File: src/msf_pkg.sv
package msf_pkg;
   localparam int VIDX_W = 6;
   localparam int WGT_W = 16;
   localparam int SUM_W = 24;
   localparam int KEY_W = WGT_W + 2 * VIDX_W;
   localparam int VCNT_W = 7;

   typedef struct packed {
      logic load;
      logic clear;
      logic sort_start;
      logic scan_start;
   } msf_cmd_type;

   typedef struct packed {
      logic clear_done;
      logic sort_done;
      logic scan_done;
   } msf_status_type;
endpackage

File: src/msf_ctrl.sv
module msf_ctrl (
   input  logic clock,
   input  logic reset,
   input  logic req_valid,
   input  logic req_last,
   output logic req_ready,
   output msf_pkg::msf_cmd_type cmd,
   input  msf_pkg::msf_status_type status
);
   import msf_pkg::*;

   typedef enum logic [2:0] {CLEAR, LOAD, SORT, SCAN} state_type;
   state_type state_ff;

   assign req_ready = (state_ff == LOAD);
   always_comb begin
      cmd = '0;
      cmd.load = (state_ff == LOAD) && req_valid;
      cmd.clear = (state_ff == CLEAR);
      cmd.sort_start = cmd.load && req_last;
      cmd.scan_start = (state_ff == SORT) && status.sort_done;
   end

   always_ff @(posedge clock) begin
      if (reset) begin
         state_ff <= CLEAR;
      end else begin
         unique case (state_ff)
            CLEAR: if (status.clear_done) state_ff <= LOAD;
            LOAD: if (req_valid && req_last) state_ff <= SORT;
            SORT: if (status.sort_done) state_ff <= SCAN;
            SCAN: if (status.scan_done) state_ff <= CLEAR;
            default: state_ff <= CLEAR;
         endcase
      end
   end

`ifndef SYNTHESIS
   a_ready: assert property (@(posedge clock) disable iff (reset)
      req_ready |-> !cmd.clear) else $error("ready while clearing");
   a_sort: assert property (@(posedge clock) disable iff (reset)
      cmd.sort_start |=> !req_ready) else $error("ready after last");
   a_scan: assert property (@(posedge clock) disable iff (reset)
      cmd.scan_start |-> !req_ready) else $error("scan while loading");
`endif
endmodule

File: config.mk
export PLATFORM = sky130hd
export DESIGN_NAME = msf_ctrl
export DESIGN_NICKNAME = d
export VERILOG_FILES = /design/src/msf_pkg.sv /design/src/msf_ctrl.sv
export SDC_FILE = /design/constraint.sdc
export NUM_CORES = 1
export LEC_CHECK = 0
export BUFFER_PORTS_ARGS = -buffer_cell sky130_fd_sc_hd__buf_4
export CAP_MARGIN = 20
export CORE_AREA = 2 2 39 41
export CTS_CLUSTER_SIZE = 20
export DETAILED_ROUTE_END_ITERATION = 6
export DIE_AREA = 0 0 41 43
export PLACE_DENSITY = 0.39
export SETUP_SLACK_MARGIN = 0.3
export SLEW_MARGIN = 20
export SYNTH_ARGS = -nofsm -noshare
export SYNTH_HDL_FRONTEND = slang
export SYNTH_SLANG_ARGS = --single-unit
File: constraint.sdc
create_clock -name clock -period 1.9 [get_ports clock]
set_input_delay 0.38 -clock clock [delete_from_list [all_inputs] [get_ports clock]]
set_output_delay 0.38 -clock clock [all_outputs]
set_load 0.01 [all_outputs]
==> impl_metrics.tcl <==
set metrics [dict create \
    dpl-instance-area_um2 344 \
    irDropWorstVdd_uv 422 \
    worst_pin_slew_ns 0.297 \
    stdcell_area_um2 369 \
    ff_latch_area_um2 42.5 \
    relSlewSlack_pct 80.2 \
    grt_pass1_wl_um 793 \
    netlist_area_um2 241 \
    place_congestion 0.591 \
    critical_path.startpoint "state_ff[1]" \
    dieArea_mm2 0.00176 \
    p_sw_share_pct 37.2 \
    die_w_um 41 \
    hp-class "input port to flop" \
    grt_pass1_vias 177 \
    h-tree-depth 1 \
    drt-total-wl_um 490 \
    drc 0 \
    multi_input_area_um2 194 \
    internal_power_uw 283 \
    maxCapViolCount 0 \
    synth_warnings 0 \
    start_util_pct 17.5 \
    nFillCells 161 \
    synthCells 24 \
    rsz0062_at_grt "no" \
    status "complete, no violations" \
    cts-root-buf "clkbuf_4" \
    cts_tree "built" \
    numPortBuffers 11 \
    powerDensity_mw_per_mm2 1220 \
    top_regs "state_ff (2)" \
    coreArea_mm2 0.00138 \
    grt_max_degree 5 \
    path_max_fanout 4 \
    cts_buffer_depth 2 \
    ioPinCount 12 \
    layout_commonest_cell "buf_4" \
    finalCritPeriodShare_pct 79.2 \
    cts_num_sinks 2 \
    setup_violations 0 \
    arrival_ns 1.12 \
    clock.fmax_ghz 0.665 \
    synth_largest_area_cell "ha_1" \
    syn_avg_cell_area_um2 10.1 \
    cp-end-kind "output pin" \
    path_clk_slew_ns 0.03 \
    finalHoldViolCount 0 \
    synth.distinct_cells 16 \
    drt-wirelength-per-cell_um 9.07 \
    critPathRequiredTime_ns 1.52 \
    antenna_left 0 \
    post-dp-hpwl_um 419 \
    synth.area.top_cells "ha_1, dfxtp_1, a2111oi_4" \
    p_comb_share_pct 60.3 \
    synth_top_cell_area_share_pct 25.9 \
    clockPowerShare_pct 21.0 \
    nets 52 \
    n_antenna_cell 0 \
    power.leakage_uw 0.000174 \
    finClkSkew_ns 0.00426 \
    r2r_start "state_ff[0]" \
    synth-seq-cells 2 \
    fp-row-count 14 \
    clock_latency_ns 0.23 \
    regMostFlops "state_ff" \
    drive_above_1_share_pct 57.9 \
    seq_power_share_pct 18.7 \
    setup_tns_ns 0 \
    grt_use_total_pct 7.01 \
    cts_setup_buffers 0 \
    yosysSeqAreaShare_pct 16.6 \
    largest_register_ffs 2 \
    vias 206 \
    numCtsBuffers 3 \
    die_h_um 43 \
    via_per_inst 3.81 \
    critical_path_class "flop to output pin" \
    overflow 0 \
    power_switching_uw 168 \
    area_growth_pct 52.8 \
    firstDrtPassIters 1 \
    startpoint_type "flop" \
    syn_nets 36 \
    min-delay-start "reset" \
    timing.final.crit_period_ns 1.50 \
    antenna_found_initial 0 \
    drt_iter0_markers 0 \
    slew_viol_final 0 \
    final_cell_mix "buf_4, ha_1, clkbuf_4" \
]
==> synth_stat cells (all sizes together) <==
master,n
a2111oi,1
a211o,1
and2,2
and3,1
dfxtp,2
ha,5
inv,2
mux2i,1
nand2,1
nand2b,2
nor2,1
nor2b,3
o21ai,1
o32ai,1
==> cells by family (layout without fill, tap and decap cells) <==
kind of cell               after synthesis  in the layout  synth area share, %
and+or+nand+nor                         10             10                 29.0
adders and majority gates                5              5                 25.9
AOI/OAI and AO/OA                        4              4                 21.2
DFF                                      2              2                 16.6
buffers and inverters                    2             16                 3.11
muxes                                    1              1                 4.15
==> critical path, cell delays in order, from the launching register on <==
cell	delay, ns
dfxtp_2	0.34
inv_1	0.07
ha_1	0.18
and3_2	0.17
buf_4	0.14
==> stage by stage <==
step,power [uW],cells,util [%],hold WS [ns],setup WS [ns]
floorplan,265,24,-,0.481,0.489
global placement,357,51,24.9,0.515,0.449
detailed placement,357,51,24.9,0.513,0.434
CTS,458,54,26.5,0.383,0.325
global route,492,54,26.7,0.380,0.319
finish,451,54,26.7,0.382,0.396
==> what timing repair did <==
action	4_1_cts	5_1_grt
resized for setup	0	2
hold buffers	0	0
endpoints found under the setup margin	0	3
==> final cells by class <==
| cell class | instances | share of cell area [%] |
|---|---|---|
| flip-flops and latches | 2 | 11.5 |
| inverters | 2 | 2.03 |
| clock buffers | 3 | 6.10 |
| well taps | 16 | 5.42 |
| multi-input cells | 20 | 52.5 |
| repair buffers | 11 | 22.4 |
==> power groups by stage <==
stage	sequential, uW	combinational [uW]	clock (uW)
floorplan	76.0	189	0
global placement	79.7	277	0
detailed placement	80.9	276	0
CTS	80.2	277	102
global route	87.5	299	105
finish	84.2	272	94.9
==> worst paths after layout <==
check	to	slack, ns	cells past startpoint
worst max-delay path	cmd[1]	0.40	4
worst min-delay path	state_ff[0]	0.38	2
worst max register to register	state_ff[1]	0.48	5
worst min register to register	state_ff[1]	0.49	2
==> layer usage <==
| metal | vias up | part of all wire (%) | global-route usage [%] |
|---|---|---|---|
| met5 | - | 0 | 0 |
| met4 | 0 | 0 | 4.00 |
| met3 | 0 | 6.9 | 4.71 |
| met2 | 6 | 46 | 8.44 |
| met1 | 90 | 47 | 8.95 |
| li1 | 110 | - | - |
(Power assumes the default switching activity.)
